`config.mk`:
```
export PLATFORM = sky130hd
export DESIGN_NAME = mutex_lock_table
export DESIGN_NICKNAME = d
export VERILOG_FILES = /design/src/rtl/mlt_pkg.sv /design/src/rtl/mutex_lock_table.sv /design/src/rtl/mlt_ram.sv
export VERILOG_INCLUDE_DIRS = /design/src /design/src/rtl
export SDC_FILE = /design/constraint.sdc
export NUM_CORES = 1
export LEC_CHECK = 0
export BUFFER_PORTS_ARGS = -buffer_cell sky130_fd_sc_hd__clkbuf_2
export CAP_MARGIN = 20
export CORE_ASPECT_RATIO = 0.5
export CORE_MARGIN = 2
export CORE_UTILIZATION = 25
export DETAILED_ROUTE_END_ITERATION = 7
export PLACE_DENSITY = 0.4
export RECOVER_POWER = 25
export SYNTH_ARGS = -nofsm -noshare
export SYNTH_HDL_FRONTEND = slang
export SYNTH_SLANG_ARGS = --single-unit
```
`constraint.sdc`:
```
create_clock -name clk -period 7.15 [get_ports clk]
set_clock_uncertainty 0.15 [all_clocks]
set_input_delay 1.0725 -clock clk [delete_from_list [all_inputs] [get_ports clk]]
set_output_delay 1.0725 -clock clk [all_outputs]
set_load 0.02 [all_outputs]
```
`src/rtl/mutex_lock_table_defines.svh`:
```
// ----------------------------------------------------------------------------
// Assertion macros for the lock table
// Shared wrappers around concurrent assertions, clocked on clk, off in reset.
// ----------------------------------------------------------------------------
`ifndef MUTEX_LOCK_TABLE_DEFINES_SVH
`define MUTEX_LOCK_TABLE_DEFINES_SVH

// Condition implies consequence in the same cycle.
`define MLT_ASSERT_SAME(label, cond, cons) \
  label: assert property (@(posedge clk) disable iff (!rst_n) (cond) |-> (cons)) \
    else $error("lock table: same-cycle check failed");

// Condition implies consequence in the next cycle.
`define MLT_ASSERT_NEXT(label, cond, cons) \
  label: assert property (@(posedge clk) disable iff (!rst_n) (cond) |=> (cons)) \
    else $error("lock table: next-cycle check failed");

`endif

```
`src/rtl/mlt_pkg.sv`:
```
// ----------------------------------------------------------------------------
// mlt_pkg
// Types and codes shared by the lock table and its test bench.
// ----------------------------------------------------------------------------
package mlt_pkg;

  localparam int unsigned TABLE_DEPTH_DEF = 16;

  localparam logic [15:0] NO_OWNER = 16'hFFFF;

  // Request operation codes
  localparam logic [2:0] OP_CREATE  = 3'd0;
  localparam logic [2:0] OP_ACQUIRE = 3'd1;
  localparam logic [2:0] OP_RELEASE = 3'd2;
  localparam logic [2:0] OP_TRY     = 3'd3;
  localparam logic [2:0] OP_CHECK   = 3'd4;

  // Result status codes
  localparam logic [1:0] ST_DONE     = 2'd0;
  localparam logic [1:0] ST_BUSY     = 2'd1;
  localparam logic [1:0] ST_NOTFOUND = 2'd2;
  localparam logic [1:0] ST_FULL     = 2'd3;

  typedef struct packed {
    logic [2:0]         req_type;
    logic signed [31:0] lock_id;
    logic [15:0]        requester_pid;
  } req_t;

  typedef struct packed {
    logic [1:0]         status;
    logic               held_now;
    logic signed [31:0] echo_id;
  } rsp_t;

  typedef struct packed {
    logic [31:0] name;
    logic        held;
    logic [15:0] owner;
  } entry_t;

  typedef enum logic [1:0] {
    S_IDLE,
    S_SCAN,
    S_FIN
  } state_t;

endpackage

```
`src/rtl/mutex_lock_table.sv`:
```
// ----------------------------------------------------------------------------
// mutex_lock_table
// Table of named locks: create, acquire, release, try acquire and check.
// ----------------------------------------------------------------------------
// The block serves one request at a time and answers each with exactly one
// result. Entries live in a single RAM word each (name, held flag, owner pid).
// Entries are only ever claimed at the lowest free slot and never freed, so
// the valid entries always form a prefix of the RAM and a fill count replaces
// per-entry valid bits; reset empties the table at once, with no clearing
// pass. A request works through its steps in order: the cycle in which it
// is accepted issues the first read, each entry created so far (at most
// TABLE_DEPTH, 16 by default) is compared in turn through the RAM read
// port, and a final step writes back and loads the result register. The
// search stops early at the first matching entry. The result sits in an
// output register, so a new request is taken as soon as the previous one
// has been written back, even while its result still waits for out_ready;
// that next request then holds in its last cycle until the result register
// is free.
// ----------------------------------------------------------------------------
`include "mutex_lock_table_defines.svh"

module mutex_lock_table #(
  parameter int unsigned TABLE_DEPTH = mlt_pkg::TABLE_DEPTH_DEF
) (
  input  logic          clk,
  input  logic          rst_n,
  input  logic          in_valid,
  output logic          in_ready,
  input  mlt_pkg::req_t in_req,
  output logic          out_valid,
  input  logic          out_ready,
  output mlt_pkg::rsp_t out_rsp
);

  localparam int unsigned IDX_W = (TABLE_DEPTH > 1) ? $clog2(TABLE_DEPTH) : 1;
  localparam int unsigned CNT_W = $clog2(TABLE_DEPTH + 1);
  localparam int unsigned ENT_W = $bits(mlt_pkg::entry_t);

  // Control state
  mlt_pkg::state_t state_r, state_nxt;
  logic [CNT_W-1:0] cnt_r, cnt_nxt;       // entries created so far
  logic             out_valid_r, out_valid_nxt;

  // Request context and scan bookkeeping
  mlt_pkg::req_t    req_r, req_nxt;
  logic [IDX_W-1:0] ptr_r, ptr_nxt;       // next RAM address to read
  logic [IDX_W-1:0] rd_idx_r, rd_idx_nxt; // address of the data now on rdata
  logic             found_r, found_nxt;
  logic [IDX_W-1:0] hit_idx_r, hit_idx_nxt;
  logic             hit_held_r, hit_held_nxt;
  mlt_pkg::rsp_t    rsp_r, rsp_nxt;

  // RAM port
  logic             ram_we;
  logic [IDX_W-1:0] ram_waddr;
  mlt_pkg::entry_t  ram_wdata;
  logic             ram_re;
  logic [IDX_W-1:0] ram_raddr;
  logic [ENT_W-1:0] ram_rdata;
  mlt_pkg::entry_t  rd_ent;

  logic in_acc;
  logic fin_go;
  logic rd_match;
  logic rd_last;

  assign rd_ent   = mlt_pkg::entry_t'(ram_rdata);
  assign in_acc   = in_valid && in_ready;
  assign fin_go   = (state_r == mlt_pkg::S_FIN) && (!out_valid_r || out_ready);
  assign rd_match = (rd_ent.name == req_r.lock_id);
  assign rd_last  = (CNT_W'(rd_idx_r) == (cnt_r - CNT_W'(1)));

  mlt_ram #(
    .WIDTH (ENT_W),
    .DEPTH (TABLE_DEPTH)
  ) u_ram (
    .clk   (clk),
    .we    (ram_we),
    .waddr (ram_waddr),
    .wdata (ram_wdata),
    .re    (ram_re),
    .raddr (ram_raddr),
    .rdata (ram_rdata)
  );

  always_ff @(posedge clk) begin
    if (!rst_n) begin
      state_r <= mlt_pkg::S_IDLE;
    end else begin
      state_r <= state_nxt;
    end
  end

  always_ff @(posedge clk) begin
    if (!rst_n) begin
      cnt_r       <= '0;
      out_valid_r <= 1'b0;
    end else begin
      cnt_r       <= cnt_nxt;
      out_valid_r <= out_valid_nxt;
    end
    req_r      <= req_nxt;
    ptr_r      <= ptr_nxt;
    rd_idx_r   <= rd_idx_nxt;
    found_r    <= found_nxt;
    hit_idx_r  <= hit_idx_nxt;
    hit_held_r <= hit_held_nxt;
    rsp_r      <= rsp_nxt;
  end

  // Next state, scan control, write-back and result
  always_comb begin
    state_nxt     = state_r;
    cnt_nxt       = cnt_r;
    out_valid_nxt = out_valid_r;
    req_nxt       = req_r;
    ptr_nxt       = ptr_r;
    rd_idx_nxt    = rd_idx_r;
    found_nxt     = found_r;
    hit_idx_nxt   = hit_idx_r;
    hit_held_nxt  = hit_held_r;
    rsp_nxt       = rsp_r;
    in_ready      = 1'b0;
    ram_re        = 1'b0;
    ram_raddr     = ptr_r;
    ram_we        = 1'b0;
    ram_waddr     = hit_idx_r;
    ram_wdata     = '{name: req_r.lock_id, held: 1'b0, owner: mlt_pkg::NO_OWNER};

    // Drop the result once it is taken
    if (out_valid_r && out_ready) begin
      out_valid_nxt = 1'b0;
    end

    unique case (state_r)
      mlt_pkg::S_IDLE: begin
        in_ready  = 1'b1;
        ram_raddr = '0;
        if (in_valid) begin
          // Latch the request and start reading entry 0
          req_nxt    = in_req;
          found_nxt  = 1'b0;
          ram_re     = 1'b1;
          rd_idx_nxt = '0;
          ptr_nxt    = IDX_W'(1);
          state_nxt  = (cnt_r == '0) ? mlt_pkg::S_FIN : mlt_pkg::S_SCAN;
        end
      end

      mlt_pkg::S_SCAN: begin
        // Keep one read in flight per cycle while entries remain
        if (CNT_W'(ptr_r) < cnt_r) begin
          ram_re     = 1'b1;
          rd_idx_nxt = ptr_r;
          ptr_nxt    = ptr_r + IDX_W'(1);
        end
        if (rd_match) begin
          found_nxt    = 1'b1;
          hit_idx_nxt  = rd_idx_r;
          hit_held_nxt = rd_ent.held;
          state_nxt    = mlt_pkg::S_FIN;
        end else if (rd_last) begin
          state_nxt = mlt_pkg::S_FIN;
        end
      end

      mlt_pkg::S_FIN: begin
        if (fin_go) begin
          rsp_nxt.echo_id  = req_r.lock_id;
          rsp_nxt.status   = mlt_pkg::ST_DONE;
          rsp_nxt.held_now = 1'b0;
          if (req_r.req_type == mlt_pkg::OP_CREATE) begin
            if (found_r) begin
              rsp_nxt.held_now = hit_held_r;
            end else if (cnt_r == CNT_W'(TABLE_DEPTH)) begin
              rsp_nxt.status = mlt_pkg::ST_FULL;
            end else begin
              // Claim the lowest free slot, unheld and unowned
              ram_we    = 1'b1;
              ram_waddr = cnt_r[IDX_W-1:0];
              cnt_nxt   = cnt_r + CNT_W'(1);
            end
          end else if (!found_r) begin
            rsp_nxt.status = mlt_pkg::ST_NOTFOUND;
          end else begin
            case (req_r.req_type) inside
              mlt_pkg::OP_ACQUIRE, mlt_pkg::OP_TRY: begin
                rsp_nxt.held_now = 1'b1;
                if (hit_held_r) begin
                  rsp_nxt.status = mlt_pkg::ST_BUSY;
                end else begin
                  ram_we    = 1'b1;
                  ram_wdata = '{name: req_r.lock_id, held: 1'b1,
                                owner: req_r.requester_pid};
                end
              end
              mlt_pkg::OP_RELEASE: begin
                if (!hit_held_r) begin
                  rsp_nxt.status = mlt_pkg::ST_BUSY;
                end else begin
                  ram_we = 1'b1;
                end
              end
              default: begin
                // Check held, and unused codes behave the same
                rsp_nxt.held_now = hit_held_r;
              end
            endcase
          end
          out_valid_nxt = 1'b1;
          state_nxt     = mlt_pkg::S_IDLE;
        end
      end

      default: begin
        state_nxt = mlt_pkg::S_IDLE;
      end
    endcase
  end

  assign out_valid = out_valid_r;
  assign out_rsp   = rsp_r;

  `MLT_ASSERT_SAME(a_cnt_bound, 1'b1, cnt_r <= CNT_W'(TABLE_DEPTH))
  `MLT_ASSERT_SAME(a_we_in_fin, ram_we, fin_go)
  `MLT_ASSERT_NEXT(a_acc_busy, in_acc, state_r != mlt_pkg::S_IDLE)
  `MLT_ASSERT_NEXT(a_cnt_create, fin_go && (req_r.req_type != mlt_pkg::OP_CREATE),
                   $stable(cnt_r))

endmodule

```
`src/rtl/mlt_ram.sv`:
```
// ----------------------------------------------------------------------------
// mlt_ram
// Generic single-write, single-read RAM with registered read data.
// ----------------------------------------------------------------------------
module mlt_ram #(
  parameter int unsigned WIDTH = 8,
  parameter int unsigned DEPTH = 16,
  localparam int unsigned AW = (DEPTH > 1) ? $clog2(DEPTH) : 1
) (
  input  logic             clk,
  input  logic             we,
  input  logic [AW-1:0]    waddr,
  input  logic [WIDTH-1:0] wdata,
  input  logic             re,
  input  logic [AW-1:0]    raddr,
  output logic [WIDTH-1:0] rdata
);

  logic [WIDTH-1:0] mem [DEPTH];
  logic [WIDTH-1:0] rdata_r;

  always_ff @(posedge clk) begin
    if (we) begin
      mem[waddr] <= wdata;
    end
    if (re) begin
      rdata_r <= mem[raddr];
    end
  end

  assign rdata = rdata_r;

endmodule

```
==> results of run 1 <==
## synth_stat cells, drive strengths merged, types with 13 or more instances
| library cell | number |
|---|---|
| a211oi | 67 |
| a21oi | 74 |
| a221oi | 33 |
| a311oi | 33 |
| a31oi | 68 |
| buf | 59 |
| clkbuf | 48 |
| edfxtp | 645 |
| mux2i | 66 |
| nand2 | 308 |
| nand3 | 68 |
| nor2 | 26 |
| nor2b | 75 |
| o21ai | 13 |
| xnor2 | 41 |
## stage by stage
stage | setup WS, ps | util | instances | total power, W
global placement | 2768 | 0.2724 | 3087 | 0.004782
detailed placement | 2900 | 0.2726 | 3088 | 0.004783
CTS | 3002 | 0.2943 | 3211 | 0.008403
global route | 2773 | 0.2937 | 3211 | 0.008565
floorplan | 2904 | - | 1713 | 0.004611
finish | 3044 | 0.2937 | 3211 | 0.008282
## report_power, final
part	switching, W	total [W]	internal (W)
Combinational	0.000256	0.000368	0.000111
Sequential	0.0000496	0.00432	0.00427
Clock	0.00151	0.00359	0.00209
Total	0.00181	0.00828	0.00647
## metal layers
metal / wire (um) / vias up
li1: - / 6708
met1: 33760 / 7470
met2: 31360 / 221
met3: 2558 / 91
met4: 1615 / 0
met5: 0 / -
## worst paths after layout
path                                 startpoint                 to  slack [ps]
worst max register to register         cnt_r[0]  u_ram.mem[11][17]        3040
worst max-delay path                   cnt_r[0]  u_ram.mem[11][17]        3040
worst min-delay path            u_ram.rdata[16]         hit_held_r         280
worst min register to register  u_ram.rdata[16]         hit_held_r         280
## kinds of logic (layout without fill, tap and decap cells)
| group | after synthesis | in the layout |
|---|---|---|
| buf+inv | 116 | 254 |
| flops | 653 | 653 |
| xor+xnor | 43 | 43 |
| fa+ha+maj | 6 | 6 |
| compound gates | 305 | 305 |
| mux | 66 | 66 |
| simple gates | 524 | 524 |
## worst max-delay path, delay by kind of cell, from the launching register on
family	cells	cell delay, ps
flops	1	540
fa+ha+maj	1	290
simple gates	3	1330
compound gates	2	670
buf+inv	2	690
## final cells by class
class / count / area (sq um)
multi-input combinational: 944 / 5797
timing repair buffer: 122 / 743.2
inverter: 9 / 33.78
fill: 10330 / 72170
tap: 1360 / 1702
clock buffer: 91 / 1894
clock inverter: 32 / 317.8
sequential: 653 / 19530
## registers in the layout, indices dropped and copies added (netlist names)
register,flops
out_rsp,35
found_r,1
u_ram.rdata,33
hit_idx_r,4
hit_held_r,1
ptr_r,4
state_r,2
out_valid,1
rd_idx_r,4
u_ram.mem,528
cnt_r,5
req_r,35
==> run_results.csv, run 1 <==
group,metric,value,unit
drt,drt-total-wl,69290,um
placement,io_buffer_count,75,
worst_setup_path,critPathLaunchType,"register",
min_path,min_path_cells,0,
drt,vias,14490,
timing,finalHoldWorstSlack,280.9,ps
floorplan,die-area,105500,sq um
logic_synthesis,synth_mux_area_frac,0.02573,
cts,clk_pin_slew,60,ps
worst_setup_path,crit_required,7240,ps
grt,grt_pass1_vias,14160,
logic_synthesis,yosys.area_share.simple,0.09374,
logic_synthesis,synth_top_area_share,0.7542,
cts,cts_buffer_depth,3,
logic_synthesis,syn-cell-area,25680,sq um
cts,holdBufCountCts,0,
timing,rsz0062_at_grt,"no",
timing,fmax,243.5,MHz
cts,worstSkewPairLatency,620,ps
timing,drv_slew,0,
final_layout,layout-drive-gt1-share,0.1237,
grt,grt_pass1_wl,100300,um
logic_synthesis,synth_compound_area_frac,0.08166,
logic_synthesis,yosys-top-cells-area,"edfxtp_1 75%, nand2_1 4.5%, mux2i_1 2.6%",
final_layout,final_common_cell,"edfxtp_1",
worst_setup_path,rr_worst_depth,8,
cts,cts_tree,"yes",
grt,grtUsageMet2,0.2025,
grt,grt_max_degree,145,
drt,vias_per_cell,4.513,
drt,drt_iter0_markers,1060,
drt,wl_per_cell,21.58,um
power_and_ir_drop,ir_drop,0.1362,mV
timing,setup_viol,0,
power_and_ir_drop,power_leakage,9.839,nW
drt,route.detailed.drc,0,
cts,clock_sinks,653,
cts,postCtsSetupBuffers,0,
cts,htree_levels,3,
grt,track_usage,0.1299,
timing,period_share,0.5743,
logic_synthesis,synth-xor-area-share,0.01467,
timing,period_needed,4106,ps
final_layout,antenna_cells,0,
logic_synthesis,ys_seq_area_frac,0.7605,
grt,grt_use_met1,0.1855,
floorplan,start_util,0.2513,
logic_synthesis,synth_enable_flop_cells,645,
floorplan,num_rows,83,
final_layout,final_cell_mix,"645 x edfxtp_1, 308 x nand2_1, 73 x a21oi_1, 73 x clkbuf_16, 71 x nor2b_1",
placement,dpl_cell_area,27860,sq um
floorplan,ios,92,
grt,grt_overflow,0,
cts,numCtsBuffers,69,
logic_synthesis,synth_top_family_by_area,"simple AND/OR/NAND/NOR gates",
timing,slew_headroom,0.3084,
min_path,min_path_type,"register to register",
drt,drt_first_pass_iters,5,
grt,antenna_found_initial,2,
logic_synthesis,synth_cells,1713,
worst_setup_path,cp_slowest_cell,"nor2_4",
final_layout,area_growth,16.89,%
timing,worstMarginPinSlew,1031,ps
timing,fin_tns_setup,0,ps
worst_setup_path,slowest_delay,640,ps
logic_synthesis,yosys.area.top_type,"edfxtp_1",
timing,final-hold-violation-count,0,
grt,grt_use_met3,0.02181,
final_layout,design_area,30020,sq um
floorplan,fp.dieW,457.3,um
worst_setup_path,crit_chain,"inv_1, ha_1, and4bb_2, nand2b_1, a21oi_2, o21ai_1, nor2_4, buf_4",
floorplan,die_h,230.6,um
cts,cts-resized-gates,0,
worst_setup_path,crit_path_end_kind,"register",
grt,busiest_layer,"met2",
worst_setup_path,path_class,"register to register",
logic_synthesis,syn_nets,1774,
logic_synthesis,synth_adder_area_share,0.002923,
logic_synthesis,yosysWarnings,0,
final_layout,layout.nets,1860,
cts,cts_root_buf,"clkbuf_16",
logic_synthesis,synth_ff_type,"edfxtp_1",
logic_synthesis,ys_seq_elements,653,
logic_synthesis,async_flop_share,0,
status,status,"complete, no violations",
job,cap_violations,0,
drt,detail-route-antenna-nets,0,
worst_setup_path,cp_max_fo,19,
worst_setup_path,cp.arrival,4200,ps
floorplan,coreArea,102200,sq um
logic_synthesis,synth.distinct_cells,53,
logic_synthesis,synth_area_per_cell,14.99,sq um
power_and_ir_drop,power_density,275.9,nW/um^2
placement,gp_congestion,0.7074,
placement,dpl.hpwl,33660,um
No activity file was read; power rests on OpenSTA's default activity.
==> inputs of run 2 (changes only) <==
--- a/config.mk
+++ b/config.mk
@@ -12,7 +12,7 @@
 export CORE_MARGIN = 2
 export CORE_UTILIZATION = 25
 export DETAILED_ROUTE_END_ITERATION = 7
-export PLACE_DENSITY = 0.4
+export PLACE_DENSITY = 0.41
 export RECOVER_POWER = 25
 export SYNTH_ARGS = -nofsm -noshare
 export SYNTH_HDL_FRONTEND = slang
==> constraint.sdc (replaced) <==
create_clock -name clk -period 3.7 [get_ports clk]
set_clock_uncertainty 0.15 [all_clocks]
set_input_delay 0.555 -clock clk [delete_from_list [all_inputs] [get_ports clk]]
set_output_delay 0.555 -clock clk [all_outputs]
set_load 0.02 [all_outputs]
==> run_results.csv, run 2 (same netlist as run 1, synthesis figures left out) <==
group,metric,value,unit
status,status,"complete, no violations",
drt,drt-total-wl,69550,um
final_layout,final_cells,3282,
worst_setup_path,cp_max_fo,17,
timing,setup_viol,0,
placement,io_buffer_count,75,
final_layout,final_cell_mix,"645 x edfxtp_1, 308 x nand2_1, 73 x a21oi_1",
cts,clock_sinks,653,
drt,drt_first_pass_iters,5,
timing,rsz0062_at_grt,"no",
drt,vias,14730,
grt,grt_pass1_wl,101800,um
final_layout,largest_reg_flops,528,
min_path,min_path_type,"input pin to register",
cts,cts-resized-gates,0,
drt,detail-route-antenna-nets,0,
cts,cts_buffer_depth,3,
drt,wl_per_cell,21.19,um
cts,numCtsBuffers,69,
final_layout,largest_register,"u_ram.mem",
final_layout,layout.nets,1931,
power_and_ir_drop,power_leakage,10.21,nW
floorplan,die_h,230.6,um
cts,clk_pin_slew,60,ps
worst_setup_path,reg2reg_to,"u_ram.mem[15][27]",
job,cap_violations,0,
timing,drv_slew,0,
timing,final-hold-violation-count,0,
floorplan,fp.dieW,457.3,um
timing,period_share,0.8493,
grt,antenna_found_initial,1,
worst_setup_path,startpoint,"cnt_r[1]",
final_layout,layout-drive-gt1-share,0.1363,
timing,fmax,318.2,MHz
placement,dpl.hpwl,37220,um
final_layout,final_common_cell,"edfxtp_1",
worst_setup_path,critPathLaunchType,"register",
cts,worstSkewPairLatency,620,ps
floorplan,num_rows,83,
power_and_ir_drop,power_density,513.1,nW/um^2
grt,grt_pass1_vias,14450,
worst_setup_path,path_class,"register to register",
worst_setup_path,crit_required,3910,ps
floorplan,start_util,0.2513,
power_and_ir_drop,power,0.01586,W
cts,htree_levels,3,
timing,worstMarginPinSlew,1004,ps
grt,grt_overflow,0,
final_layout,fin_util,0.3025,
timing,finalHoldWorstSlack,118.5,ps
worst_setup_path,cp.arrival,3350,ps
placement,dp.cells,3124,
floorplan,ios,92,
final_layout,area_growth,20.38,%
placement,dpl_cell_area,28510,sq um
floorplan,coreArea,102200,sq um
power_and_ir_drop,ir_drop,0.2878,mV
cts,cts_tree,"yes",
drt,route.detailed.drc,0,
worst_setup_path,regToRegStartpoint,"cnt_r[1]",
final_layout,design_area,30910,sq um
timing,slew_headroom,0.3274,
worst_setup_path,crit_path_end_kind,"register",
cts,cts_root_buf,"clkbuf_16",
timing,period_needed,3142,ps
floorplan,die-area,105500,sq um
final_layout,antenna_cells,0,
grt,track_usage,0.1313,
drt,vias_per_cell,4.487,
drt,drt_iter0_markers,1004,
worst_setup_path,rr_worst_depth,8,
cts,postCtsSetupBuffers,0,
grt,grt_max_degree,142,
placement,gp_congestion,0.7352,
worst_setup_path,rrSetupSlack,560,ps
worst_setup_path,crit_path_end,"u_ram.mem[15][27]",
==> run 2: changes by cell type in the layout (fill, tap and decap cells not counted), sizes merged <==
cell         change
clkinv           +7
clkinvlp         -1
buf             +29
bufinv           -2
dlygate4sd3     +35
clkbuf           +3
==> run 2: repair_timing <==
item	CTS	global route
endpoints found under the hold margin	35	0
hold buffers	35	0
setup endpoints to repair	0	0
==> run 2: through the flow <==
stage | setup TNS [ps] | setup WS, ps
2_1_floorplan | -62220 | -161.9
3_5_place_dp | 0 | 546.5
5_1_grt | 0 | 313.1
3_3_place_gp | 0 | 523.9
4_1_cts | 0 | 526.7
6_report | 0 | 557.6
==> run 2: worst min-delay path by stage <==
stage                    startpoint          to  slack (ps)  cells past startpoint
floorplan           u_ram.rdata[16]  hit_held_r         250                      0
global placement    u_ram.rdata[16]  hit_held_r         290                      0
detailed placement  u_ram.rdata[16]  hit_held_r         300                      0
CTS                       out_ready   out_valid          80                      3
global route              out_ready   out_valid         100                      3
finish                        rst_n  state_r[1]         120                      3
==> run 2: cell type report <==
type                       instances  area, sq um
sequential                       653        19530
tap                             1360         1702
clock buffer                      87         1837
fill                           10240        71280
inverter                           9        33.78
clock inverter                    36        297.8
timing repair buffer             193         1717
multi-input combinational        944         5797
==> run 2: power by group <==
group / switching [W] / total, W / internal (W)
logic: 0.000555 / 0.000823 / 0.000269
clock network: 0.00292 / 0.00672 / 0.00381
registers: 0.0000642 / 0.00831 / 0.00825
total: 0.00354 / 0.0159 / 0.0123
==> run 2: critical path, cell delays in order (launching register included) <==
cell      delay (ps)
dfxtp_1          360
inv_1            140
ha_1             290
and4bb_2         330
nand2b_1         330
nor3_1            90
a31oi_1          750
nor2_4           180
buf_12           240
==> run 2: per-layer routing <==
| metal | part of all wire | track usage | vias to the layer above |
|---|---|---|---|
| met3 | 0.036 | 0.02315 | 81 |
| li1 | - | - | 6891 |
| met5 | 0 | 0 | - |
| met4 | 0.018 | 0.03115 | 0 |
| met2 | 0.44 | 0.2007 | 244 |
| met1 | 0.50 | 0.1926 | 7509 |
